--- src/design/mle_pkg.sv ---
`timescale 1ns / 1ps
// shared types, codes and constants for the mesh leader election block
// no dependencies

package mle_pkg;

   // depth of the per-item result buffer
   localparam int RES_MAX = 16;

   localparam logic [23:0] COLOR_LEADER = 24'h4682B4;
   localparam logic [23:0] COLOR_NONE   = 24'h76448A;
   localparam logic [15:0] CONC_RESET   = 16'd3000;
   localparam logic [15:0] CALL_RESET   = 16'd2000;

   // input operation codes
   localparam logic [2:0] OP_TICK   = 3'd0;
   localparam logic [2:0] OP_LEADER = 3'd1;
   localparam logic [2:0] OP_ANNC   = 3'd2;
   localparam logic [2:0] OP_VOTE   = 3'd3;
   localparam logic [2:0] OP_CONN   = 3'd4;

   // result message kinds
   localparam logic [1:0] KIND_NONE = 2'd0;
   localparam logic [1:0] KIND_VOTE = 2'd1;
   localparam logic [1:0] KIND_LEAD = 2'd2;
   localparam logic [1:0] KIND_CALL = 2'd3;

   // configuration register indexes
   localparam logic [1:0] REG_NODE_ID = 2'd0;
   localparam logic [1:0] REG_VOTE    = 2'd1;
   localparam logic [1:0] REG_CONC    = 2'd2;
   localparam logic [1:0] REG_CALL    = 2'd3;

   // commands from controller to datapath
   typedef struct packed {
      logic       accept;
      logic       scan_clr;
      logic       scan_vote;
      logic       scan_color;
      logic       scan_best;
      logic       scan_pick;
      logic       vote_wr;
      logic       color_wr;
      logic       best_apply;
      logic       pick_apply;
      logic       emit;
      logic [1:0] emit_kind;
      logic       out_step;
   } cmd_type;

   // status from datapath to controller
   typedef struct packed {
      logic [2:0] op;
      logic       conc_fire;
      logic       call_fire;
      logic       lead_self;
      logic       scan_last;
      logic       hit;
      logic       hit_self;
      logic       pend_empty;
      logic       out_last;
   } sts_type;

   // round-robin colour palette, upper slots repeat the first four
   function automatic logic [23:0] palette_color(input logic [3:0] idx);
      logic [23:0] c;
      unique case (idx)
         4'd0:  c = 24'h8B0000;
         4'd1:  c = 24'h228B22;
         4'd2:  c = 24'hFFFF00;
         4'd3:  c = 24'hFF0000;
         4'd4:  c = 24'hFF1493;
         4'd5:  c = 24'hBDB76B;
         4'd6:  c = 24'hFF6347;
         4'd7:  c = 24'h008B8B;
         4'd8:  c = 24'hFFDAB9;
         4'd9:  c = 24'h87CEEB;
         4'd10: c = 24'hD2691E;
         4'd11: c = 24'h708090;
         4'd12: c = 24'h8B0000;
         4'd13: c = 24'h228B22;
         4'd14: c = 24'hFFFF00;
         4'd15: c = 24'hFF0000;
         default: c = 24'h8B0000;
      endcase
      return c;
   endfunction

endpackage

--- src/design/mle_ctrl.sv ---
`timescale 1ns / 1ps
// election controller: sequences table scans, conclusion and result output
// depends on mle_pkg

module mle_ctrl import mle_pkg::*; (
   input  logic    clock,
   input  logic    reset,
   input  logic    start,
   input  sts_type sts,
   output cmd_type cmd,
   output logic    busy,
   output logic    rsp_valid
);

   typedef enum logic [12:0] {
      S_IDLE  = 13'b0000000000001,
      S_DISP  = 13'b0000000000010,
      S_VSCAN = 13'b0000000000100,
      S_VWR   = 13'b0000000001000,
      S_CSCAN = 13'b0000000010000,
      S_CWR   = 13'b0000000100000,
      S_BEST  = 13'b0000001000000,
      S_BDONE = 13'b0000010000000,
      S_PICK  = 13'b0000100000000,
      S_PDONE = 13'b0001000000000,
      S_CALL  = 13'b0010000000000,
      S_FIN   = 13'b0100000000000,
      S_OUT   = 13'b1000000000000
   } state_type;

   state_type state_ff, state_in;
   logic      conc_ff, conc_in;

   // next state and commands
   always_comb begin
      state_in = state_ff;
      conc_in  = conc_ff;
      cmd      = '0;
      unique case (state_ff)
         S_IDLE: begin
            if (start) begin
               cmd.accept = 1'b1;
               state_in   = S_DISP;
            end
         end
         S_DISP: begin
            cmd.scan_clr = 1'b1;
            priority if (sts.op == OP_TICK) begin
               if (sts.conc_fire) begin
                  conc_in  = 1'b1;
                  state_in = S_BEST;
               end else begin
                  state_in = S_CALL;
               end
            end else if (sts.op == OP_ANNC || sts.op == OP_VOTE) begin
               state_in = S_VSCAN;
            end else if (sts.op == OP_CONN && sts.lead_self) begin
               state_in = S_CSCAN;
            end else begin
               state_in = S_FIN;
            end
         end
         S_VSCAN: begin
            cmd.scan_vote = 1'b1;
            if (sts.scan_last) state_in = S_VWR;
         end
         S_VWR: begin
            cmd.vote_wr = 1'b1;
            if (sts.op == OP_ANNC) begin
               cmd.emit      = 1'b1;
               cmd.emit_kind = KIND_VOTE;
            end
            state_in = S_FIN;
         end
         S_CSCAN: begin
            cmd.scan_color = 1'b1;
            if (sts.scan_last) state_in = S_CWR;
         end
         S_CWR: begin
            cmd.color_wr  = 1'b1;
            cmd.emit      = 1'b1;
            cmd.emit_kind = KIND_LEAD;
            cmd.scan_clr  = 1'b1;
            state_in      = conc_ff ? S_PICK : S_FIN;
         end
         S_BEST: begin
            cmd.scan_best = 1'b1;
            if (sts.scan_last) state_in = S_BDONE;
         end
         S_BDONE: begin
            cmd.best_apply = 1'b1;
            cmd.scan_clr   = 1'b1;
            state_in       = (sts.hit && sts.hit_self) ? S_PICK : S_CALL;
         end
         S_PICK: begin
            cmd.scan_pick = 1'b1;
            if (sts.scan_last) state_in = S_PDONE;
         end
         S_PDONE: begin
            cmd.pick_apply = 1'b1;
            cmd.scan_clr   = 1'b1;
            priority if (!sts.hit) state_in = S_CALL;
            else if (sts.hit_self) state_in = S_PICK;
            else state_in = S_CSCAN;
         end
         S_CALL: begin
            conc_in = 1'b0;
            if (sts.call_fire) begin
               cmd.emit      = 1'b1;
               cmd.emit_kind = KIND_CALL;
            end
            state_in = S_FIN;
         end
         S_FIN: begin
            if (sts.pend_empty) begin
               cmd.emit      = 1'b1;
               cmd.emit_kind = KIND_NONE;
            end
            state_in = S_OUT;
         end
         S_OUT: begin
            cmd.out_step = 1'b1;
            if (sts.out_last) state_in = S_IDLE;
         end
         default: state_in = S_IDLE;
      endcase
   end

   assign busy      = (state_ff != S_IDLE);
   assign rsp_valid = (state_ff == S_OUT);

   // state registers
   always_ff @(posedge clock) begin
      if (reset) begin
         state_ff <= S_IDLE;
         conc_ff  <= 1'b0;
      end else begin
         state_ff <= state_in;
         conc_ff  <= conc_in;
      end
   end

`ifndef ASSERT_OFF
   a_out_nonempty: assert property (@(posedge clock) disable iff (reset)
      state_ff == S_OUT |-> !sts.pend_empty)
      else $error("result output with empty buffer");
   a_accept_disp: assert property (@(posedge clock) disable iff (reset)
      (start && state_ff == S_IDLE) |=> state_ff == S_DISP)
      else $error("accepted item not dispatched");
   a_one_scan: assert property (@(posedge clock) disable iff (reset)
      $onehot0({cmd.scan_vote, cmd.scan_color, cmd.scan_best, cmd.scan_pick}))
      else $error("more than one scan active");
   a_pick_in_conc: assert property (@(posedge clock) disable iff (reset)
      state_ff == S_PICK |-> conc_ff)
      else $error("leader pick outside conclusion");
`endif

endmodule

--- src/design/mle_dpath.sv ---
`timescale 1ns / 1ps
// election datapath: config registers, vote and colour tables, timers,
// leader state and result buffer; depends on mle_pkg

module mle_dpath import mle_pkg::*; #(
   parameter int MAX_NODES   = 16,
   parameter int COLOR_COUNT = 12
) (
   input  logic        clock,
   input  logic        reset,
   input  cmd_type     cmd,
   output sts_type     sts,
   input  logic [2:0]  req_op,
   input  logic [31:0] req_from_node,
   input  logic [9:0]  req_vote_in,
   input  logic [23:0] req_color_in,
   input  logic        cfg_we,
   input  logic [1:0]  cfg_addr,
   input  logic [31:0] cfg_wdata,
   output logic [31:0] cfg_rdata,
   output logic [1:0]  rsp_send_kind,
   output logic [31:0] rsp_dest_node,
   output logic [23:0] rsp_color_out,
   output logic [9:0]  rsp_vote_out,
   output logic [31:0] rsp_leader_id,
   output logic        rsp_leader_known,
   output logic [23:0] rsp_my_color,
   output logic        rsp_table_full,
   output logic        rsp_last
);

   localparam int IW = (MAX_NODES > 1) ? $clog2(MAX_NODES) : 1;
   localparam logic [IW-1:0] LAST_IDX = IW'(MAX_NODES - 1);
   localparam int RW = $clog2(RES_MAX);
   localparam logic [4:0] CC_LIMIT = 5'(COLOR_COUNT);

   // configuration
   logic [31:0] my_id_ff;
   logic [9:0]  my_vote_ff;
   logic [15:0] conc_dly_ff, call_dly_ff;

   // tables
   logic        vok_ff [MAX_NODES];
   logic [31:0] vid_ff [MAX_NODES];
   logic [9:0]  vval_ff[MAX_NODES];
   logic        cok_ff [MAX_NODES];
   logic [31:0] cid_ff [MAX_NODES];
   logic [23:0] cval_ff[MAX_NODES];

   // item and election state
   logic [2:0]  op_ff;
   logic [31:0] key_ff, key_in;
   logic [9:0]  kval_ff;
   logic        conc_fire_ff, call_fire_ff;
   logic [3:0]  next_ff, next_in;
   logic [31:0] leader_ff, leader_in;
   logic        lvalid_ff, lvalid_in;
   logic [23:0] color_ff, color_in;
   logic [15:0] conc_cnt_ff, conc_cnt_in;
   logic [15:0] call_cnt_ff, call_cnt_in;
   logic        full_ff, full_in;
   logic [31:0] prev_ff, prev_in;
   logic        hprev_ff, hprev_in;

   // scan trackers
   logic [IW-1:0] idx_ff, idx_in;
   logic          hit_ff, hit_in;
   logic [IW-1:0] hit_idx_ff, hit_idx_in;
   logic [31:0]   hit_id_ff, hit_id_in;
   logic [23:0]   hit_val_ff, hit_val_in;
   logic          free_ff, free_in;
   logic [IW-1:0] free_idx_ff, free_idx_in;

   // result buffer
   logic [1:0]    pk_ff[RES_MAX];
   logic [31:0]   pd_ff[RES_MAX];
   logic [23:0]   pc_ff[RES_MAX];
   logic [RW:0]   pend_n_ff, pend_n_in;
   logic [RW-1:0] out_idx_ff, out_idx_in;

   logic        lead_self;
   logic [23:0] new_color;
   logic [4:0]  next_inc;
   logic [15:0] conc_load, call_load;
   logic        e_vok;
   logic [31:0] e_vid;
   logic [9:0]  e_vval;
   logic        e_cok;
   logic [31:0] e_cid;
   logic [23:0] e_cval;

   assign lead_self = lvalid_ff && (leader_ff == my_id_ff);
   assign new_color = hit_ff ? hit_val_ff : palette_color(next_ff);
   assign next_inc  = {1'b0, next_ff} + 5'd1;
   assign conc_load = (conc_dly_ff == 16'd0) ? 16'd1 : conc_dly_ff;
   assign call_load = (call_dly_ff == 16'd0) ? 16'd1 : call_dly_ff;

   // entry under scan
   assign e_vok  = vok_ff[idx_ff];
   assign e_vid  = vid_ff[idx_ff];
   assign e_vval = vval_ff[idx_ff];
   assign e_cok  = cok_ff[idx_ff];
   assign e_cid  = cid_ff[idx_ff];
   assign e_cval = cval_ff[idx_ff];

   // configuration port
   always_ff @(posedge clock) begin
      if (reset) begin
         my_id_ff    <= '0;
         my_vote_ff  <= '0;
         conc_dly_ff <= CONC_RESET;
         call_dly_ff <= CALL_RESET;
      end else if (cfg_we) begin
         unique case (cfg_addr)
            REG_NODE_ID: my_id_ff    <= cfg_wdata;
            REG_VOTE:    my_vote_ff  <= cfg_wdata[9:0];
            REG_CONC:    conc_dly_ff <= cfg_wdata[15:0];
            REG_CALL:    call_dly_ff <= cfg_wdata[15:0];
            default: ;
         endcase
      end
   end

   always_comb begin
      unique case (cfg_addr)
         REG_NODE_ID: cfg_rdata = my_id_ff;
         REG_VOTE:    cfg_rdata = {22'd0, my_vote_ff};
         REG_CONC:    cfg_rdata = {16'd0, conc_dly_ff};
         REG_CALL:    cfg_rdata = {16'd0, call_dly_ff};
         default:     cfg_rdata = '0;
      endcase
   end

   // scan step: one table entry per cycle
   always_comb begin
      idx_in      = idx_ff;
      hit_in      = hit_ff;
      hit_idx_in  = hit_idx_ff;
      hit_id_in   = hit_id_ff;
      hit_val_in  = hit_val_ff;
      free_in     = free_ff;
      free_idx_in = free_idx_ff;
      if (cmd.scan_clr) begin
         idx_in  = '0;
         hit_in  = 1'b0;
         free_in = 1'b0;
      end else if (cmd.scan_vote || cmd.scan_color || cmd.scan_best || cmd.scan_pick) begin
         idx_in = (idx_ff == LAST_IDX) ? '0 : idx_ff + 1'b1;
         if (cmd.scan_vote) begin
            if (e_vok && e_vid == key_ff && !hit_ff) begin
               hit_in     = 1'b1;
               hit_idx_in = idx_ff;
            end
            if (!e_vok && !free_ff) begin
               free_in     = 1'b1;
               free_idx_in = idx_ff;
            end
         end
         if (cmd.scan_color) begin
            if (e_cok && e_cid == key_ff && !hit_ff) begin
               hit_in     = 1'b1;
               hit_idx_in = idx_ff;
               hit_val_in = e_cval;
            end
            if (!e_cok && !free_ff) begin
               free_in     = 1'b1;
               free_idx_in = idx_ff;
            end
         end
         if (cmd.scan_best) begin
            if (e_vok && (!hit_ff || e_vval > hit_val_ff[9:0] ||
                (e_vval == hit_val_ff[9:0] && e_vid < hit_id_ff))) begin
               hit_in     = 1'b1;
               hit_id_in  = e_vid;
               hit_val_in = {14'd0, e_vval};
            end
         end
         if (cmd.scan_pick) begin
            if (e_vok && (!hprev_ff || e_vid > prev_ff) && (!hit_ff || e_vid < hit_id_ff)) begin
               hit_in    = 1'b1;
               hit_id_in = e_vid;
            end
         end
      end
   end

   // leader, timers, colour index and item state
   always_comb begin
      key_in      = key_ff;
      next_in     = next_ff;
      leader_in   = leader_ff;
      lvalid_in   = lvalid_ff;
      color_in    = color_ff;
      conc_cnt_in = conc_cnt_ff;
      call_cnt_in = call_cnt_ff;
      full_in     = full_ff;
      prev_in     = prev_ff;
      hprev_in    = hprev_ff;
      if (cmd.accept) begin
         full_in = 1'b0;
         key_in  = (req_op == OP_ANNC) ? my_id_ff : req_from_node;
         priority if (req_op == OP_TICK) begin
            if (conc_cnt_ff != 16'd0) conc_cnt_in = conc_cnt_ff - 16'd1;
            if (call_cnt_ff != 16'd0) call_cnt_in = call_cnt_ff - 16'd1;
         end else if (req_op == OP_LEADER) begin
            call_cnt_in = '0;
            leader_in   = req_from_node;
            lvalid_in   = 1'b1;
            color_in    = req_color_in;
         end else if (req_op == OP_VOTE) begin
            conc_cnt_in = conc_load;
         end else if (req_op == OP_CONN && !lead_self) begin
            call_cnt_in = call_load;
         end
      end
      if (cmd.vote_wr && !hit_ff && !free_ff) full_in = 1'b1;
      if (cmd.color_wr && !hit_ff) begin
         next_in = (next_inc >= CC_LIMIT) ? 4'd0 : next_inc[3:0];
         if (!free_ff) full_in = 1'b1;
      end
      if (cmd.best_apply) begin
         hprev_in = 1'b0;
         if (hit_ff) begin
            leader_in = hit_id_ff;
            lvalid_in = 1'b1;
            color_in  = COLOR_LEADER;
         end else begin
            leader_in = '0;
            lvalid_in = 1'b0;
         end
      end
      if (cmd.pick_apply) begin
         prev_in  = hit_id_ff;
         hprev_in = 1'b1;
         key_in   = hit_id_ff;
      end
   end

   // result buffer pointers
   always_comb begin
      pend_n_in  = pend_n_ff;
      out_idx_in = out_idx_ff;
      if (cmd.accept) begin
         pend_n_in  = '0;
         out_idx_in = '0;
      end
      if (cmd.emit && pend_n_ff < (RW+1)'(RES_MAX)) pend_n_in = pend_n_ff + 1'b1;
      if (cmd.out_step) out_idx_in = out_idx_ff + 1'b1;
   end

   // control registers
   always_ff @(posedge clock) begin
      if (reset) begin
         next_ff     <= '0;
         leader_ff   <= '0;
         lvalid_ff   <= 1'b0;
         color_ff    <= COLOR_NONE;
         conc_cnt_ff <= '0;
         call_cnt_ff <= '0;
         full_ff     <= 1'b0;
         hprev_ff    <= 1'b0;
         idx_ff      <= '0;
         hit_ff      <= 1'b0;
         free_ff     <= 1'b0;
         pend_n_ff   <= '0;
         out_idx_ff  <= '0;
      end else begin
         next_ff     <= next_in;
         leader_ff   <= leader_in;
         lvalid_ff   <= lvalid_in;
         color_ff    <= color_in;
         conc_cnt_ff <= conc_cnt_in;
         call_cnt_ff <= call_cnt_in;
         full_ff     <= full_in;
         hprev_ff    <= hprev_in;
         idx_ff      <= idx_in;
         hit_ff      <= hit_in;
         free_ff     <= free_in;
         pend_n_ff   <= pend_n_in;
         out_idx_ff  <= out_idx_in;
      end
   end

   // payload registers
   always_ff @(posedge clock) begin
      key_ff      <= key_in;
      prev_ff     <= prev_in;
      hit_idx_ff  <= hit_idx_in;
      hit_id_ff   <= hit_id_in;
      hit_val_ff  <= hit_val_in;
      free_idx_ff <= free_idx_in;
      if (cmd.accept) begin
         op_ff        <= req_op;
         kval_ff      <= (req_op == OP_ANNC) ? my_vote_ff : req_vote_in;
         conc_fire_ff <= (req_op == OP_TICK) && (conc_cnt_ff == 16'd1);
         call_fire_ff <= (req_op == OP_TICK) && (call_cnt_ff == 16'd1);
      end
   end

   // table valid bits
   always_ff @(posedge clock) begin
      if (reset) begin
         for (int i = 0; i < MAX_NODES; i++) begin
            vok_ff[i] <= 1'b0;
            cok_ff[i] <= 1'b0;
         end
      end else begin
         if (cmd.accept && req_op == OP_ANNC) begin
            for (int i = 0; i < MAX_NODES; i++) vok_ff[i] <= 1'b0;
         end
         if (cmd.vote_wr && !hit_ff && free_ff) vok_ff[free_idx_ff] <= 1'b1;
         if (cmd.color_wr && !hit_ff && free_ff) cok_ff[free_idx_ff] <= 1'b1;
      end
   end

   // table payload
   always_ff @(posedge clock) begin
      if (cmd.vote_wr) begin
         if (hit_ff) begin
            vval_ff[hit_idx_ff] <= kval_ff;
         end else if (free_ff) begin
            vid_ff[free_idx_ff]  <= key_ff;
            vval_ff[free_idx_ff] <= kval_ff;
         end
      end
      if (cmd.color_wr && !hit_ff && free_ff) begin
         cid_ff[free_idx_ff]  <= key_ff;
         cval_ff[free_idx_ff] <= new_color;
      end
   end

   // result buffer write
   always_ff @(posedge clock) begin
      if (cmd.emit && pend_n_ff < (RW+1)'(RES_MAX)) begin
         pk_ff[pend_n_ff[RW-1:0]] <= cmd.emit_kind;
         pd_ff[pend_n_ff[RW-1:0]] <= (cmd.emit_kind == KIND_LEAD) ? key_ff : 32'd0;
         pc_ff[pend_n_ff[RW-1:0]] <= (cmd.emit_kind == KIND_LEAD) ? new_color : 24'd0;
      end
   end

   // status to controller
   assign sts.op         = op_ff;
   assign sts.conc_fire  = conc_fire_ff;
   assign sts.call_fire  = call_fire_ff;
   assign sts.lead_self  = lead_self;
   assign sts.scan_last  = (idx_ff == LAST_IDX);
   assign sts.hit        = hit_ff;
   assign sts.hit_self   = (hit_id_ff == my_id_ff);
   assign sts.pend_empty = (pend_n_ff == '0);
   assign sts.out_last   = ({1'b0, out_idx_ff} + 1'b1) == pend_n_ff;

   // result fields
   assign rsp_send_kind    = pk_ff[out_idx_ff];
   assign rsp_dest_node    = pd_ff[out_idx_ff];
   assign rsp_color_out    = pc_ff[out_idx_ff];
   assign rsp_vote_out     = (pk_ff[out_idx_ff] == KIND_VOTE) ? my_vote_ff : 10'd0;
   assign rsp_leader_id    = leader_ff;
   assign rsp_leader_known = lvalid_ff;
   assign rsp_my_color     = color_ff;
   assign rsp_table_full   = full_ff;
   assign rsp_last         = sts.out_last;

`ifndef ASSERT_OFF
   a_pend_bound: assert property (@(posedge clock) disable iff (reset)
      pend_n_ff <= (RW+1)'(RES_MAX))
      else $error("result buffer overrun");
   a_full_reason: assert property (@(posedge clock) disable iff (reset)
      (cmd.vote_wr && !hit_ff && !free_ff) |=> full_ff)
      else $error("dropped vote entry not flagged");
   a_best_leader: assert property (@(posedge clock) disable iff (reset)
      (cmd.best_apply && hit_ff) |=> (lvalid_ff && color_ff == COLOR_LEADER))
      else $error("conclusion did not set leader");
`endif

endmodule

--- src/design/mesh_leader_election_core.sv ---
`timescale 1ns / 1ps
// top level of the mesh leader election block
// depends on mle_pkg, mle_ctrl and mle_dpath
//
// Usage: drive req_op, req_from_node, req_vote_in and req_color_in and raise
// start; the item is taken at a clock edge where start is high and busy low.
// Each item gives one or more results, one per cycle on consecutive cycles,
// each marked by rsp_valid; rsp_last flags the final one. The receiver takes
// every result in its cycle and cannot hold results off. Status fields
// (leader, colour, table_full) reflect the whole item.
// After the accepting edge, a leader announce, a new connection as follower
// or an undefined op passes the dispatch and finish states before its first
// result; a tick that does not conclude also passes the callout state. A vote
// or vote announce walks the vote table, one entry a cycle. A new connection
// on the leader walks the colour table the same way. A tick that concludes
// walks the vote table once for the winner; on the leader with V voters it
// walks the vote table V + 1 more times and the colour table V - 1 times.
// Busy stays high until the last result has been shown, and table walking
// sets the rate at which items are taken.
// Reset (synchronous, active high) empties both tables, clears the leader,
// stops both timers and restores the configuration defaults.
// The user is to write the configuration over the APB port only while busy
// is low; the block itself does not enforce this.

module mesh_leader_election_core import mle_pkg::*; #(
   parameter int MAX_NODES   = 16,
   parameter int COLOR_COUNT = 12
) (
   input  logic        clock,
   input  logic        reset,
   input  logic        start,
   output logic        busy,
   input  logic [2:0]  req_op,
   input  logic [31:0] req_from_node,
   input  logic [9:0]  req_vote_in,
   input  logic [23:0] req_color_in,
   output logic        rsp_valid,
   output logic [1:0]  rsp_send_kind,
   output logic [31:0] rsp_dest_node,
   output logic [23:0] rsp_color_out,
   output logic [9:0]  rsp_vote_out,
   output logic [31:0] rsp_leader_id,
   output logic        rsp_leader_known,
   output logic [23:0] rsp_my_color,
   output logic        rsp_table_full,
   output logic        rsp_last,
   input  logic        psel,
   input  logic        penable,
   input  logic        pwrite,
   input  logic [3:0]  paddr,
   input  logic [31:0] pwdata,
   output logic [31:0] prdata,
   output logic        pready
);

   cmd_type cmd;
   sts_type sts;
   logic    cfg_we;

   // register write on the access phase
   assign pready = 1'b1;
   assign cfg_we = psel && penable && pwrite;

   mle_ctrl u_ctrl (
      .clock     (clock),
      .reset     (reset),
      .start     (start),
      .sts       (sts),
      .cmd       (cmd),
      .busy      (busy),
      .rsp_valid (rsp_valid)
   );

   mle_dpath #(
      .MAX_NODES   (MAX_NODES),
      .COLOR_COUNT (COLOR_COUNT)
   ) u_dpath (
      .clock            (clock),
      .reset            (reset),
      .cmd              (cmd),
      .sts              (sts),
      .req_op           (req_op),
      .req_from_node    (req_from_node),
      .req_vote_in      (req_vote_in),
      .req_color_in     (req_color_in),
      .cfg_we           (cfg_we),
      .cfg_addr         (paddr[3:2]),
      .cfg_wdata        (pwdata),
      .cfg_rdata        (prdata),
      .rsp_send_kind    (rsp_send_kind),
      .rsp_dest_node    (rsp_dest_node),
      .rsp_color_out    (rsp_color_out),
      .rsp_vote_out     (rsp_vote_out),
      .rsp_leader_id    (rsp_leader_id),
      .rsp_leader_known (rsp_leader_known),
      .rsp_my_color     (rsp_my_color),
      .rsp_table_full   (rsp_table_full),
      .rsp_last         (rsp_last)
   );

endmodule

--- config.mk ---
export PLATFORM = sky130hd
export DESIGN_NAME = mesh_leader_election_core
export DESIGN_NICKNAME = d
export VERILOG_FILES = /design/src/design/mle_pkg.sv /design/src/design/mle_ctrl.sv /design/src/design/mle_dpath.sv /design/src/design/mesh_leader_election_core.sv
export SDC_FILE = /design/constraint.sdc
export NUM_CORES = 2
export LEC_CHECK = 0
export ABC_AREA = 0
export BUFFER_PORTS_ARGS = -buffer_cell sky130_fd_sc_hd__clkbuf_2
export CAP_MARGIN = 20
export CORE_UTILIZATION = 57
export CTS_CLUSTER_DIAMETER = 120
export DETAILED_ROUTE_END_ITERATION = 12
export GPL_ROUTABILITY_DRIVEN = 0
export PLACE_DENSITY = 0.83
export SLEW_MARGIN = 20
export SYNTH_ARGS = -nofsm -noshare
export SYNTH_HDL_FRONTEND = slang
export SYNTH_HIERARCHICAL = 1
export SYNTH_SLANG_ARGS = --single-unit
--- constraint.sdc ---
create_clock -name clock -period 9.9 [get_ports clock]
set_input_delay 1.98 -clock clock [delete_from_list [all_inputs] [get_ports clock]]
set_output_delay 1.98 -clock clock [all_outputs]
set_load 0.01 [all_outputs]
* After elaboration in Yosys (flattened, before gate mapping)
Memories as Yosys holds them, arrays and structs flattened. A register that Yosys moved wholly into a read port is not among the register bits.
Index checks and enable logic that the tools add are counted.
** Cells by class
- Add/subtract/negate cells :: 7
- Order comparisons :: 5
- Equal/unequal tests :: 48
- Mux-type cells :: 174
- Bitwise logic cells :: 17
- Reductions and logical operators :: 72
** Operators by type and width (count)
- $mux 32 :: 13
- $mux 24 :: 11
- $mux 16 :: 11
- $pmux 13 s12 :: 1
- $mux 4 :: 35
- $eq 32x32->1 :: 4
- $pmux 32 s4 :: 1
- $mux 13 :: 8
- $mux 1 :: 78
- $mux 12 :: 3
- $eq 16x1->1 const B :: 2
- $gt 32x32->1 :: 1
- $logic_not 16->1 :: 2
- $lt 32x32->1 :: 1
- $reduce_bool 16->1 :: 2
- $sub 16x1->16 const B :: 2
- $mux 10 :: 3
- $logic_and 1x1->1 :: 25
- $mux 11 :: 2
- $ne 2x2->1 const B :: 8
- $or 1x1->1 :: 16
- $reduce_bool 2->1 :: 8
- $eq 13x1->1 const B :: 1
- $eq 13x10->1 const B :: 1
- other kinds (48) :: 84
** Word-level totals
- Bits in registers :: 341
- Bits in writable memories :: 2528
- Bits in read-only memories :: 384
- Bits of input ports :: 111
- Output and inout port bits :: 162
- Memories :: 10
** Memories
- u_dpath.cid_ff :: words 16, bits a word 32, rd ports 1, clocked after Yosys merged registers in 1, write ports 1, line mle_dpath.sv:47 : logic [31:0] cid_ff [MAX_NODES];
- u_dpath.pd_ff :: words 16, bits a word 32, rd ports 1, clocked after Yosys merged registers in 1, write ports 1, line mle_dpath.sv:76 : logic [31:0] pd_ff[RES_MAX];
- u_dpath.vid_ff :: words 16, bits a word 32, rd ports 1, clocked after Yosys merged registers in 1, write ports 1, line mle_dpath.sv:44 : logic [31:0] vid_ff [MAX_NODES];
- (name not given) :: words 16, bits a word 24, rd ports 1, clocked after Yosys merged registers in 1, write ports 0, line mle_pkg.sv:67 : unique case (idx)
- u_dpath.cval_ff :: words 16, bits a word 24, rd ports 1, clocked after Yosys merged registers in 1, write ports 1, line mle_dpath.sv:48 : logic [23:0] cval_ff[MAX_NODES];
- u_dpath.pc_ff :: words 16, bits a word 24, rd ports 1, clocked after Yosys merged registers in 1, write ports 1, line mle_dpath.sv:77 : logic [23:0] pc_ff[RES_MAX];
- +4 memories

* Depth between registers and ports, before layout
- Word-level depth :: 11
- Depth in mapped cells :: 22
- Gate-level depth less buffers :: 15

* Cells and area by module
Netlist, hierarchy kept.
** By module, submodules not included
- mle_dpath :: instances 1, cells each 6324, area each 116686.9 µm²
- mle_ctrl :: instances 1, cells each 136, area each 1126.1 µm²
- mesh_leader_election_core :: instances 1, cells each 3, area each 17.5 µm²

* Worst setup path before layout
OpenSTA, ideal clock, no wires.
- Path kind :: reg-to-reg
- From :: register u_ctrl.state_ff[9]
- To :: memory u_dpath.pc_ff[0][0] (enable)
- Setup time :: 0.545 ns
- Data arrival time :: 6.471 ns
- Setup slack :: 2.884 ns
- Cell stages (with the launch flop) :: 12
- Buffers on the path :: 3
- Clock period less this slack :: 7.016 ns
- Cells stage by stage :: dfxtp_1 > buf_6 > or4_4 > buf_6 > nor3b_2 > and3_2 > a31o_4 > o21bai_2 > nor2b_1 > clkbuf_1 > nand2_1 > nor3_1
** RTL lines
- start, declared :: line mle_ctrl.sv:31 : state_type state_ff, state_in;
- start signal, assigned :: line mle_ctrl.sv:138 : state_ff <= state_in;
- end, declared :: line mle_dpath.sv:77

==> results.md <==
- Status: finished clean
- Starting density of the core: 0.575
- Worst-path maximum fanout: 114
- Distinct cells, synth: 95
- Worst-path clk slew: 0.07 ns
- Cell Chain, Critical Path: buf_12, buf_12, mux4_2, mux4_2, clkbuf_2
- Ys async rst share: 0
- Post-CTS setup repair buffer count: 0
- Hold path start: u_dpath/rsp_my_color[8]
- Unrepaired setup endpoints after global routing: no
- Post-Synthesis Cells: 6463
- Num ports: 273
- Clock tree buffer depth: 4
- Post-DP HPWL: 173000 um
- CP Data Arrival Time: 4.53 ns
- Tightest Pin Transition: 1.16 ns
- Maximum clock frequency: 154 MHz
- Initial antenna violation count: 20
- Number of global-route vias before repair: 67654
- Fin Setup TNS: 0 ns
- Total GRT Usage: 0.307
- Final ANT Viol Nets: 0
- Area growth, synth to finish: 11.6%
- Hold Vio Cnt, Final: 0
- CP peak stage delay: 0.71 ns
- Post-CTS sizing: 0
- CTS tree: built
- Number of flops mapped to enable cells by yosys: 2639
- Minimum clock period: 6.51 ns
- Worst hold path endpoint: u_dpath/rsp_my_color[8]
- DIE AREA: 209000 um^2
- Port Buffers: 269
- Via count: 67426
- LEAKAGE: 0.0424 uW
- Synthesized area per cell: 18.2 um^2
- Final WL: 323000 um
- R2r worst-path depth: 17
- Setup crit end kind: output pin
- FF+latch count, synth: 2901
- First-pass GRT wire length: 463000 um
- WP buf/inv: 3
- Critical path's top delay family: buffers and inverters
- Syn_nets: 6668
- Drc violations: 0
- Seq/Total Area, Yosys: 0.717
- Clock latency on the worst-skew pair: 0.95 ns
- Initial DRC Count: 10754
- Endpoints failing setup: 0
- Ys Warns: 6
- Reg-to-reg setup timing slack: 3.44 ns
- CTS Buf Count: 291
- Top FF cell, synth: edfxtp_1
- H-tree depth: 5
- Die Y: 457 um
- Reg-to-reg endpoint: u_dpath/hit_id_ff[22]
- Worst rel slew slack: 0.202
- Clk_skew: 0.0584 ns
- Die W: 457 um
- Worst min path class: flop to flop
- CTS sink count: 2901
- Grt ovf: 0
- P per Cell Area: 190 nW/um^2
- Maximum vdd drop: 0.000184 V
- Pin count of the biggest net entering global routing: 166
- Vias/cell: 6.93
- Routed WL per cell: 33.2 um
- Worst Path Required: 7.92 ns
- Mapped Area: 118000 um^2
- Hold Path Depth: 2
- Most frequent cells in the layout: edfxtp_1, mux4_2, nand2_1
- Num rows: 166
- Nets: 7029
- Ratio of cells with drive above 1 in the final layout: 0.240
- Critical path type: flop to output pin
- Power, Total: 25000 uW
- Final Cell Area: 131000 um^2
- CTS Hold Buffers Added: 0
- Slew Viols, Final: 0
- 1st-pass router iterations: 8
- Startpoint Class: flop
- Worst path slowest cell: buf_12
- Worst hold slack: 0.458 ns
- # Max-Cap Violations: 0
- Commonest non-fill, non-tap cell in the layout: edfxtp_1
- Period utilization: 0.658
- WP depth: 5
- Post-DP Area: 122000 um^2
- Clock Root Buffer: clkbuf_16
- Core area: 205000 um^2
==> power by group <==
group | total (uW) | switching [uW] | leakage, uW | internal [uW]
registers | 13500 | 75.9 | 0.0260 | 13400
clock network | 10700 | 4580 | 0.00434 | 6090
logic | 755 | 579 | 0.0120 | 177
==> worst max-delay path by stage <==
stage / endpoint / slack [ns] / startpoint
floorplan: u_dpath/pc_ff[0][0] / 2.88 / u_ctrl/state_ff[9]
global placement: u_dpath/hit_id_ff[30] / 3.54 / flop
detailed placement: u_dpath/hit_id_ff[28] / 3.47 / flop
CTS: rsp_dest_node[28] / 3.28 / flop
global route: rsp_color_out[20] / 3.15 / flop
finish: rsp_color_out[20] / 3.39 / flop
==> flip-flops by register name, summed over array words and instances, names as in the netlist, 160 cells and up, named ones only <==
signal	count
u_dpath/cid_ff	512
u_dpath/pc_ff	384
u_dpath/pd_ff	512
u_dpath/cval_ff	384
u_dpath/vval_ff	160
u_dpath/vid_ff	512
==> layer usage <==
layer	vias up	share of wire	global-route usage
li1	26573	-	-
met1	34086	0.33	0.380
met2	5594	0.50	0.512
met3	1163	0.12	0.0672
met4	10	0.055	0.153
met5	-	0.00024	0
==> worst reg2reg max path, delay by kind of cell, from the launching register on <==
kind | cells | cell delay, ns
AO/OA/AOI/OAI | 5 | 1.72
adder cells (fa/ha/maj) | 1 | 0.23
buffers and inverters | 4 | 1.71
flip-flops | 1 | 0.53
multiplexers | 2 | 0.75
AND/OR/NAND/NOR | 5 | 1.27
==> cell usage after synthesis (39+ instances only) <==
| master | number | area share |
|---|---|---|
| a22oi_1 | 51 | 0.0032 |
| buf_1 | 48 | 0.0015 |
| buf_2 | 52 | 0.0022 |
| nor3_1 | 52 | 0.0022 |
| o21ai_0 | 120 | 0.0051 |
| mux2i_1 | 274 | 0.023 |
| edfxtp_1 | 2639 | 0.67 |
| inv_1 | 111 | 0.0035 |
| clkbuf_1 | 187 | 0.0060 |
| ha_1 | 94 | 0.010 |
| xnor2_1 | 39 | 0.0029 |
| nor2_1 | 282 | 0.0090 |
| dfxtp_1 | 262 | 0.045 |
| nor4_1 | 43 | 0.0023 |
| xor2_1 | 107 | 0.0080 |
| a31oi_1 | 52 | 0.0028 |
| nand2_1 | 416 | 0.013 |
| mux4_2 | 646 | 0.12 |
| and2_1 | 90 | 0.0048 |
| nand3_1 | 44 | 0.0019 |
| mux2_2 | 100 | 0.0096 |
| a21oi_1 | 222 | 0.0094 |
==> cells by family after synthesis <==
logic type      share of synthesized area
buf+inv                            0.0192
simple gates                       0.0468
other cells                     0.0000318
compound gates                     0.0357
fa+ha+maj                         0.00998
flops                               0.717
xor+xnor                           0.0109
mux                                 0.160
==> area by class of cell <==
type                       count  area, um^2
antenna                       16        40.0
clock buffer                 372        7830
clock inverter               124        1120
fill                       12615       73500
inverter                     113         429
multi-input combinational   3093       31500
sequential                  2901       84500
tap                         2688        3360
timing repair buffer         424        2660
==> stage by stage <==
| step | instances | utilization | setup slack (ns) |
|---|---|---|---|
| 3_5_place_dp | 9217 | 0.597 | 3.47 |
| 6_report | 9731 | 0.641 | 3.39 |
| 3_3_place_gp | 9212 | 0.597 | 3.54 |
| 4_1_cts | 9713 | 0.641 | 3.28 |
| 2_1_floorplan | 6463 | - | 2.88 |
| 5_1_grt | 9721 | 0.641 | 3.15 |
Power figures use the tool's default switching activity.
